[src/rtl/core/positional_insert_list_macros.svh]
// assertion macros shared by the list rtl
`ifndef POSITIONAL_INSERT_LIST_MACROS_SVH
`define POSITIONAL_INSERT_LIST_MACROS_SVH

// consequent checked in the same cycle as the antecedent
`define PIL_ASSERT_SAME(lbl, ante, cons, msg) \
  lbl: assert property (@(posedge clk) disable iff (!rst_n) (ante) |-> (cons)) \
    else $error(msg);

// consequent checked in the cycle after the antecedent
`define PIL_ASSERT_NEXT(lbl, ante, cons, msg) \
  lbl: assert property (@(posedge clk) disable iff (!rst_n) (ante) |=> (cons)) \
    else $error(msg);

`endif

[src/rtl/core/pli_pkg.sv]
// shared types and codes for the positional insert list
package pli_pkg;

  localparam int CAPACITY_DEF = 256;
  localparam int DATA_W       = 32;
  localparam int REQ_W        = 3;
  localparam int STAT_W       = 2;

  // request codes
  localparam logic [REQ_W-1:0] REQ_PUSH_BACK  = 3'd0;
  localparam logic [REQ_W-1:0] REQ_PUSH_FRONT = 3'd1;
  localparam logic [REQ_W-1:0] REQ_INSERT     = 3'd2;
  localparam logic [REQ_W-1:0] REQ_POP_BACK   = 3'd3;
  localparam logic [REQ_W-1:0] REQ_POP_FRONT  = 3'd4;
  localparam logic [REQ_W-1:0] REQ_READ       = 3'd5;

  // status codes
  localparam logic [STAT_W-1:0] ST_OK    = 2'd0;
  localparam logic [STAT_W-1:0] ST_FULL  = 2'd1;
  localparam logic [STAT_W-1:0] ST_EMPTY = 2'd2;
  localparam logic [STAT_W-1:0] ST_RANGE = 2'd3;

  // datapath commands issued by the controller
  typedef enum logic [3:0] {
    DP_NOP      = 4'd0,
    DP_LOAD     = 4'd1,
    DP_START_UP = 4'd2,
    DP_RD_UP    = 4'd3,
    DP_WR_UP    = 4'd4,
    DP_START_DN = 4'd5,
    DP_RD_DN    = 4'd6,
    DP_WR_DN    = 4'd7,
    DP_RD_POS   = 4'd8,
    DP_FINISH   = 4'd9
  } dp_op_t;

  // how a request is carried out
  typedef enum logic [1:0] {
    PATH_FIN = 2'd0,
    PATH_UP  = 2'd1,
    PATH_DN  = 2'd2,
    PATH_RD  = 2'd3
  } path_t;

  typedef struct packed {
    path_t path;
    logic  more_up;
    logic  more_dn;
  } dp_stat_t;

endpackage

[src/rtl/core/pli_ctrl.sv]
// request sequencer for the positional insert list
`include "positional_insert_list_macros.svh"

module pli_ctrl (
  input  logic              clk,
  input  logic              rst_n,
  input  logic              in_tvalid,
  output logic              in_tready,
  output logic              out_tvalid,
  input  logic              out_tready,
  input  pli_pkg::dp_stat_t stat,
  output pli_pkg::dp_op_t   cmd
);
  import pli_pkg::*;

  typedef enum logic [6:0] {
    S_IDLE   = 7'b0000001,
    S_EXEC   = 7'b0000010,
    S_UP_CHK = 7'b0000100,
    S_UP_WR  = 7'b0001000,
    S_DN_CHK = 7'b0010000,
    S_DN_WR  = 7'b0100000,
    S_FIN    = 7'b1000000
  } state_t;

  state_t state_r, state_nxt;
  logic   out_tvalid_r, out_tvalid_nxt;

  always_comb begin
    state_nxt = state_r;
    cmd       = DP_NOP;
    unique case (state_r)
      S_IDLE: begin
        if (in_tvalid) begin
          cmd       = DP_LOAD;
          state_nxt = S_EXEC;
        end
      end
      S_EXEC: begin
        unique case (stat.path)
          PATH_UP: begin
            cmd       = DP_START_UP;
            state_nxt = S_UP_CHK;
          end
          PATH_DN: begin
            cmd       = DP_START_DN;
            state_nxt = S_DN_CHK;
          end
          PATH_RD: begin
            cmd       = DP_RD_POS;
            state_nxt = S_FIN;
          end
          default: state_nxt = S_FIN;
        endcase
      end
      S_UP_CHK: begin
        if (stat.more_up) begin
          cmd       = DP_RD_UP;
          state_nxt = S_UP_WR;
        end else begin
          state_nxt = S_FIN;
        end
      end
      S_UP_WR: begin
        cmd       = DP_WR_UP;
        state_nxt = S_UP_CHK;
      end
      S_DN_CHK: begin
        if (stat.more_dn) begin
          cmd       = DP_RD_DN;
          state_nxt = S_DN_WR;
        end else begin
          state_nxt = S_FIN;
        end
      end
      S_DN_WR: begin
        cmd       = DP_WR_DN;
        state_nxt = S_DN_CHK;
      end
      S_FIN: begin
        if (!out_tvalid_r || out_tready) begin
          cmd       = DP_FINISH;
          state_nxt = S_IDLE;
        end
      end
      default: state_nxt = S_IDLE;
    endcase
  end

  always_comb begin
    if (cmd == DP_FINISH) begin
      out_tvalid_nxt = 1'b1;
    end else if (out_tready) begin
      out_tvalid_nxt = 1'b0;
    end else begin
      out_tvalid_nxt = out_tvalid_r;
    end
  end

  always_ff @(posedge clk) begin
    if (!rst_n) begin
      state_r      <= S_IDLE;
      out_tvalid_r <= 1'b0;
    end else begin
      state_r      <= state_nxt;
      out_tvalid_r <= out_tvalid_nxt;
    end
  end

  // no word is taken while reset is held
  assign in_tready  = rst_n && (state_r == S_IDLE);
  assign out_tvalid = out_tvalid_r;

  `PIL_ASSERT_SAME(a_fin_slot, cmd == DP_FINISH, !out_tvalid_r || out_tready, "result register overwritten before taken")
  `PIL_ASSERT_NEXT(a_fin_valid, cmd == DP_FINISH, out_tvalid_r, "finished result not presented")
  `PIL_ASSERT_NEXT(a_one_item, in_tvalid && in_tready, !in_tready, "second word taken while busy")

endmodule

[config.mk]
export PLATFORM = sky130hd
export DESIGN_NAME = pli_ctrl
export DESIGN_NICKNAME = d
export VERILOG_FILES = /design/src/rtl/core/pli_pkg.sv /design/src/rtl/core/pli_ctrl.sv
export VERILOG_INCLUDE_DIRS = /design/src /design/src/rtl/core
export SDC_FILE = /design/constraint.sdc
export NUM_CORES = 1
export LEC_CHECK = 0
export BUFFER_PORTS_ARGS = -buffer_cell sky130_fd_sc_hd__buf_2
export CAP_MARGIN = 20
export CORE_AREA = 2 2 39 41
export CTS_BUF_LIST = sky130_fd_sc_hd__clkbuf_8 sky130_fd_sc_hd__clkbuf_16
export DETAILED_ROUTE_END_ITERATION = 8
export DIE_AREA = 0 0 41 43
export GPL_ROUTABILITY_DRIVEN = 1
export PLACE_DENSITY = 0.69
export SKIP_CTS_REPAIR_TIMING = 1
export SLEW_MARGIN = 20
export SYNTH_ARGS = -nofsm -noshare
export SYNTH_HDL_FRONTEND = slang
export SYNTH_SLANG_ARGS = --single-unit
[constraint.sdc]
create_clock -name clk -period 1.9 [get_ports clk]
set_input_delay 0.19 -clock clk [delete_from_list [all_inputs] [get_ports clk]]
set_output_delay 0.19 -clock clk [all_outputs]
set_load 0.01 [all_outputs]
==> out/qor.yml, run 1 <==
vias: 590
power_leakage_uw: 0.000341
synth_warnings: 0
synth_cell_types: 32
start_util: 0.432
fin_crit_ns: 1.83
setup_ws_ns: 0.0656
vdd_drop_max_mv: 0.436
worstPathCellList: "or4_4, nor2_1, nand3_1, nand3_1, buf_2"
grt_overflow_total: 0
critical_path_required_ns: 1.71
hold_viol_final: 0
syn_inst: 73
clkTransAtPathRegs_ns: 0.04
crit_slowest_cell: "or4_4"
worst_pin_slew_ns: 0.607
setup_viol_count_final: 0
post-place-cells: 103
fin_crit_sh: 0.965
rsz0062_at_grt: "false"
wirelength_um: 1400
drt-initial-drc-count: 18
layout.nets: 103
maxCapViolations: 0
slowest_delay_ns: 0.55
cp-start-kind: "flop"
cts.sinks: 8
slew_violations: 0
drc: 0
port_buffers: 13
n_antenna_cell: 0
die_area_mm2: 0.00176
final.setup.tns_ns: 0
area_delta_synth_final_pct: 25.1
postRouteAntennaNets: 0
preCtsSetupSlack_ns: 0.198
worstSetupPathType: "flop to output pin"
synth_nets: 84
grt_usage: 0.186
ys_ff_latch: 8
path_buf_inv: 1
status: "finished clean"
place_hpwl_um: 1090
critPathArrivalTime_ns: 1.64
via_per_inst: 5.57
hp-class: "input port to flop"
grt_pass1_vias: 535
core-area_mm2: 0.00138
grt_max_degree: 14
skew_ns: 0.00168
die_w_um: 41
rows: 14
root_buffer: "clkbuf_8"
cp_common_cell: "nand3_1"
yosysSeqAreaShare: 0.268
cts_buffer_depth: 2
power_uw: 463
relSlewSlack: 0.595
worstSetupEndpointType: "output pin"
wire_per_inst_um: 13.2
worstPathMaxFanout: 7
nFillCells: 137
cts_buffers: 3
power_density_mw_per_mm2: 619
r2r_slack_ns: 0.33
place.gp.congestion: 0.882
fin_cells: 106
cp_top_family: "simple AND/OR/NAND/NOR gates"
fmax_mhz: 545
synth_area_per_cell_um2: 8.19
clock_latency_ns: 0.22
grt_pass1_wl_um: 2240
io_pins: 14
htreeDepth: 1
die_h_um: 43
drive_above_1_share: 0.278
synth_area_um2: 598
cts_tree: "done"
antenna_found_initial: 0
dr.pass1.iters: 4
worst paths after layout:
path / cells past startpoint / start / to
hold / removal: 2 / rst_n / state_r[0]
setup / recovery: 5 / state_r[1] / cmd[1]
hold reg to reg: 2 / state_r[3] / state_r[2]
setup reg to reg: 5 / state_r[3] / state_r[0]
stage by stage:
step / utilization / instance area (um2) / hold slack, ns
floorplan: - / 598 / 0.269
global placement: 0.501 / 693 / 0.429
detailed placement: 0.501 / 693 / 0.436
CTS: 0.531 / 734 / 0.210
global route: 0.541 / 748 / 0.234
finish: 0.541 / 748 / 0.213
layout by cell type, fill, tap and decap left out, drive strengths merged:
master and n:
a21o 1, nand2b 3, nor4b 3, nor2b 3
nand4 1, a21oi 1, o21ai 2, nor4 4
o211ai 1, inv 5, a211oi 1, ha 3
nand2 5, dfxtp 8, o221ai 1, and2b 1
and3 2, or4 1, a2111o 1, o311ai 1
nand3b 1, buf 17, nor2 11, a2111oi 1
xor2 1, nor3b 1, nand3 6, clkbuf 3
or3 1
cell type report:
type                            instances  area [um2]  area share
Tap cell                               16        20.0      0.0268
Multi-Input combinational cell         57         413       0.552
Inverter                                5        18.8      0.0251
Sequential cell                         8         160       0.214
Clock buffer                            3        41.3      0.0552
Timing Repair Buffer                   17        95.1       0.127
power breakdown:
group	switching (uW)	leakage, uW	internal [uW]
clock network	58.9	0.0000216	137
logic	47.2	0.000255	41.3
registers	5.13	0.0000649	174
total	111	0.000341	352
cell families (layout without fill, tap and decap cells):
kind of cell | Yosys count | in the layout | share of synthesized area
buffers and inverters | 8 | 25 | 0.0648
adders and majority gates | 3 | 3 | 0.0628
and+or+nand+nor | 43 | 43 | 0.433
DFF | 8 | 8 | 0.268
xor gates and xnor gates | 1 | 1 | 0.0146
AOI/OAI and AO/OA | 10 | 10 | 0.157
synthesized netlist by cell type:
| cell type | n | share of area |
|---|---|---|
| a2111o_1 | 1 | 0.019 |
| a2111oi_4 | 1 | 0.046 |
| a211oi_1 | 1 | 0.013 |
| a21o_1 | 1 | 0.013 |
| a21oi_1 | 1 | 0.0084 |
| and2b_1 | 1 | 0.013 |
| and3_1 | 2 | 0.021 |
| buf_2 | 1 | 0.0084 |
| buf_6 | 1 | 0.019 |
| clkbuf_1 | 1 | 0.0063 |
| dfxtp_1 | 8 | 0.27 |
| ha_1 | 3 | 0.063 |
| inv_1 | 5 | 0.031 |
| nand2_1 | 5 | 0.031 |
| nand2b_1 | 3 | 0.031 |
| nand3_1 | 6 | 0.050 |
| nand3b_1 | 1 | 0.013 |
| nand4_1 | 1 | 0.010 |
| nor2_1 | 11 | 0.069 |
| nor2b_1 | 3 | 0.031 |
| nor3b_1 | 1 | 0.013 |
| nor4_1 | 3 | 0.031 |
| nor4_4 | 1 | 0.036 |
| nor4b_1 | 2 | 0.029 |
| nor4b_2 | 1 | 0.025 |
| o211ai_1 | 1 | 0.013 |
| o21ai_0 | 2 | 0.017 |
| o221ai_1 | 1 | 0.015 |
| o311ai_0 | 1 | 0.015 |
| or3_1 | 1 | 0.010 |
| or4_4 | 1 | 0.019 |
| xor2_1 | 1 | 0.015 |
flip-flops by register name, summed over array words and instances (netlist names):
name	flops
state_r	7
out_tvalid	1
layer usage:
metal,part of all wire,wire length (um),track usage,up-vias
met2,0.52,725,0.278,17
li1,-,-,-,297
met4,0.012,17,0.100,0
met3,0.037,52,0.0157,2
met5,0,0,0,-
met1,0.43,610,0.253,274
worst register-to-register path, cell delays in order (launching register included):
cell and delay (ns):
dfxtp_1 0.36, or3_4 0.45, nor4b_4 0.25, buf_4 0.16, nand2b_1 0.11, o221ai_1 0.10
Note: power is estimated with default switching activity, not from simulation.
==> run 2, diff against run 1 <==
ABC_AREA = 1   (was unset)
PLACE_DENSITY = 0.68   (was 0.69)
==> out/qor.yml, run 2 <==
grt_pass1_vias: 506  # -5.4%
io_pins: 14  # unchanged
vdd_drop_max_mv: 0.290  # -33%
clock_latency_ns: 0.24  # +0.02 ns
rsz0062_at_grt: "false"
start_util: 0.424  # -0.00814
grt_max_degree: 9  # -5
place_hpwl_um: 1040  # -4.7%
met1_length_um: 557  # -8.7%
synthArstFlopShare: 0  # unchanged
post-place-cells: 119  # +16%
final_common_cell: "nand2_1"
synth_area_per_cell_um2: 6.52  # -20%
postRouteAntennaNets: 0  # unchanged
wl_met3_um: 69  # +33%
setup_viol_count_final: 0  # unchanged
area_delta_synth_final_pct: 21.5
port_buffers: 13  # unchanged
synth_cell_types: 18  # -44%
placed_area_um2: 672  # -3.1%
fin_cells: 122  # +15%
syn_inst: 90  # +23%
power_density_mw_per_mm2: 662  # +6.9%
core-area_mm2: 0.00138  # unchanged
place.gp.congestion: 0.801  # -9.2%
die_area_mm2: 0.00176  # unchanged
vias: 581  # -1.5%
via_per_inst: 4.76  # -14%
maxCapViolations: 0  # unchanged
fin_crit_ns: 1.54  # -0.299 ns
r2r_end: "state_r[0]"
cts_tree: "done"
grt_pass1_wl_um: 2060  # -7.7%
skew_ns: 0.00485  # +0.00317 ns
die_h_um: 43  # unchanged
synth.top_cell.area_share: 0.273  # +0.00514
hp-class: "input port to flop"
drive_above_1_share: 0.302  # +0.0241
synth_area_leader_cell: "dfxtp_1"
cts_buffers: 3  # unchanged
ys_ff_latch: 8  # unchanged
cts_buffer_depth: 2  # unchanged
fmax_mhz: 651  # +19%
synth.area.top_cells: "dfxtp_1 (27%), nand2_1 (12%), nor2_1 (9.6%)"
final_cell_mix: "nand2_1 (18), nor2_1 (15), inv_1 (14)"
largest_register_ffs: 7  # unchanged
clkTransAtPathRegs_ns: 0.05  # about the same
r2r_cells: 8  # +3
r2r_slack_ns: 0.77  # +0.44 ns
grt_overflow_total: 0  # unchanged
synthTopCellsByCount: "nand2_1 (18), nor2_1 (15), inv_1 (14)"
worstSetupEndpointType: "output pin"
cp-start-kind: "flop"
slew_violations: 0  # unchanged
critPathArrivalTime_ns: 1.35  # -0.29 ns
antenna_found_initial: 0  # unchanged
root_buffer: "clkbuf_8"
reg2reg_from: "state_r[2]"
relSlewSlack: 0.809  # +0.214
synth_edf_count: 0  # unchanged
crit_path_start: "state_r[2]"
status: "finished clean"
n_antenna_cell: 0  # unchanged
fin_crit_sh: 0.808  # -0.157
worstPathMaxFanout: 5  # -2
critical_path_required_ns: 1.71  # about the same
final.setup.tns_ns: 0  # unchanged
yosysMostFrequentCell: "nand2_1"
dr_wl_met2_um: 586  # -19%
wire_per_inst_um: 10.3  # -23%
die_w_um: 41  # unchanged
finish.instance_area_um2: 713  # -4.7%
drt-initial-drc-count: 17  # -1
yosysSeqAreaShare: 0.273  # +0.00514
synth_area_um2: 587  # -1.9%
power_leakage_uw: 0.000379  # +11%
wirelength_um: 1250  # -11%
critical_path.endpoint: "cmd[0]"
cts.sinks: 8  # unchanged
worstSetupPathType: "flop to output pin"
dr.pass1.iters: 4  # unchanged
regMostFlops: "state_r"
htreeDepth: 1  # unchanged
grt_usage: 0.179  # -0.00687
worst_pin_slew_ns: 0.287  # -0.320 ns
rows: 14  # unchanged
synth_nets: 101  # +20%
hold_viol_final: 0  # unchanged
synth_top_flop_cell: "dfxtp_1"
drc: 0  # unchanged
layout.nets: 119  # +16%
synth_warnings: 0  # unchanged
routed.top_layer: "met4"
[run 2: worst max-delay path, cell delays in order, from the launching register on]
cell and delay (ns):
dfxtp_1 0.34, nor2_4 0.14, nand2_2 0.08, inv_1 0.08, nand2_1 0.06, nor2_1 0.11
inv_1 0.08, nand4_1 0.08, buf_2 0.13
[run 2: power breakdown]
part	switching (uW)	internal, uW	total (uW)	leakage, uW
sequential	4.05	174	178	0.0000649
clock	76.0	138	214	0.0000216
combinational	48.6	31.1	79.7	0.000292
total	129	343	472	0.000379
[run 2: logic make-up (layout without fill, tap and decap cells)]
group / count (synthesis) / in the layout / synth area share
compound gates: 3 / 3 / 0.0256
fa+ha+maj: 3 / 3 / 0.0640
buf+inv: 18 / 34 / 0.115
flops: 8 / 8 / 0.273
simple gates: 58 / 58 / 0.522
[run 2: layer usage]
layer	vias up	track usage
li1	312	-
met3	5	0.0681
met1	250	0.199
met2	14	0.278
met5	-	0
met4	0	0.100
[run 2: worst min path at each step]
stage               startpoint    endpoint  slack (ns)  cells past startpoint
finish                   rst_n  state_r[0]        0.16                      2
global route             rst_n  state_r[0]        0.17                      2
CTS                      rst_n  state_r[0]        0.16                      2
detailed placement       rst_n  state_r[0]        0.40                      2
global placement         rst_n  state_r[0]        0.41                      2
floorplan                rst_n  state_r[0]        0.27                      1
[run 2: area by class of cell]
class,instances,area (um2)
clock buffers,3,41.3
multi-input cells,64,359
flip-flops and latches,8,160
repair buffers,13,65.1
inverters,18,67.6
well taps,16,20.0
fillers,145,671
[run 2: per-stage QoR]
| stage | power, uW | hold slack, ns | worst slack, ns | utilization |
|---|---|---|---|---|
| CTS | 472 | 0.164 | 0.359 | 0.515 |
| detailed placement | 261 | 0.404 | 0.615 | 0.486 |
| global placement | 260 | 0.408 | 0.603 | 0.486 |
| global route | 492 | 0.173 | 0.281 | 0.515 |
| floorplan | 235 | 0.274 | 0.752 | - |
| finish | 472 | 0.161 | 0.364 | 0.515 |
==> run 3, diff against run 2 <==
CORE_AREA = unset   (was 2 2 39 41)
CORE_MARGIN = 2   (was unset)
CORE_UTILIZATION = 45   (was unset)
DIE_AREA = unset   (was 0 0 41 43)
PLACE_DENSITY = 0.72   (was 0.68)
clock period = 1.25 ns   (was 1.9 ns; I/O delays follow)
==> out/qor.yml, run 3 (same netlist as run 2, synthesis figures left out) <==
status: "finished with violations"
violations: "negative setup slack"
io_pins: 14  # unchanged
final_util: 0.610  # +0.0950
final_cell_mix: "nand2_1 (17), nor2_1 (13), buf_2 (13)"
vias: 611  # +5.2%
drt-initial-drc-count: 15  # -2
worstSetupEndpointType: "output pin"
maxCapViolations: 0  # unchanged
critical_path_required_ns: 1.12  # -0.59 ns
die_w_um: 40.1  # -2.2%
regMostFlops: "state_r"
die_area_mm2: 0.00161  # -8.7%
skew_ns: 0.000713  # -0.00413 ns
root_buffer: "clkbuf_8"
preCtsSetupSlack_ns: 0.0166  # -0.599 ns
area_delta_synth_final_pct: 30.3
whs_ns: 0.119  # -0.0424 ns
cts_buffer_depth: 2  # unchanged
grt_usage: 0.193  # +0.0136
start_util: 0.469  # +0.0445
port_buffers: 13  # unchanged
grt_pass1_wl_um: 1900  # -8.0%
core-area_mm2: 0.00125  # -9.5%
worstSetupPathType: "flop to output pin"
cts_buffers: 3  # unchanged
htreeDepth: 1  # unchanged
postRouteAntennaNets: 0  # unchanged
drc: 0  # unchanged
hp-class: "input port to flop"
largest_register_ffs: 7  # unchanged
critPathArrivalTime_ns: 1.34  # about the same
fin_crit_ns: 1.46
grt_pass1_vias: 469  # -7.3%
setup_ws_ns: -0.212  # -0.577 ns
hold_viol_final: 0  # unchanged
clkTransAtPathRegs_ns: 0.04  # about the same
grt_max_degree: 9  # unchanged
drive_above_1_share: 0.385  # +0.0834
wirelength_um: 1290  # +3.0%
rows: 13  # -1
placed_area_um2: 678  # +0.93%
relSlewSlack: 0.803  # -0.00554
place.gp.congestion: 0.819  # +2.3%
place_hpwl_um: 1050  # +0.94%
final_common_cell: "nand2_1"
worst_pin_slew_ns: 0.295  # +0.00831 ns
cp-start-kind: "flop"
slew_violations: 0  # unchanged
fin_crit_sh: 1.17
fmax_mhz: 684
finish.instance_area_um2: 764  # +7.2%
rsz0062_at_grt: "true"
vdd_drop_max_mv: 0.760  # +160%
power_density_mw_per_mm2: 952  # +44%
cts_tree: "done"
layout.nets: 122  # +2.5%
clock_latency_ns: 0.23  # about the same
setup_viol_count_final: 5  # +5
worstPathMaxFanout: 5  # unchanged
die_h_um: 40.1  # -6.7%
grt_overflow_total: 0  # unchanged
wire_per_inst_um: 10.4  # +1.4%
via_per_inst: 4.93  # +3.5%
antenna_found_initial: 0  # unchanged
n_antenna_cell: 0  # unchanged
cts.sinks: 8  # unchanged
dr.pass1.iters: 4  # unchanged
power_leakage_uw: 0.000395  # +4.2%
-- run 3: final cells by class --
class                   instances  area, um2
flip-flops and latches          8        163
repair buffers                 16       87.6
well taps                      15       18.8
multi-input cells              64        387
clock buffers                   3       41.3
fillers                       111        488
inverters                      18       67.6
-- run 3: routing by layer --
layer  share of wire  GRT usage  vias to the layer above
li1                -          -                      315
met1            0.42      0.222                      274
met2            0.49      0.310                       17
met3           0.070     0.0500                        5
met4           0.025      0.129                        0
met5               0          0                        -
-- run 3: report_power, final --
group | internal (uW) | switching (uW) | leakage [uW]
logic | 57.6 | 79.5 | 0.000307
registers | 265 | 7.37 | 0.0000660
clock network | 209 | 110 | 0.0000216
-- run 3: path summary, 6_finish.rpt --
path	startpoint	end	slack, ns	cells past startpoint
worst max register to register	out_tvalid	state_r[0]	0.07	7
worst min-delay path	rst_n	state_r[0]	0.12	2
worst max-delay path	state_r[3]	cmd[0]	-0.21	7
worst min register to register	out_tvalid	out_tvalid	0.61	4
-- run 3: critical path, cell delays in order (launching register included) --
cell	delay [ns]
dfxtp_2	0.33
nor2_4	0.15
nand2_4	0.08
or2_1	0.22
nand2_1	0.08
inv_2	0.05
nand4_1	0.06
buf_2	0.13
-- run 3: metrics by stage --
stage | TNS [ns] | cells | power (uW)
floorplan | 0 | 90 | 357
global placement | 0 | 119 | 393
detailed placement | 0 | 119 | 397
CTS | -0.876 | 122 | 718
global route | -1.24 | 124 | 763
finish | -0.783 | 124 | 728
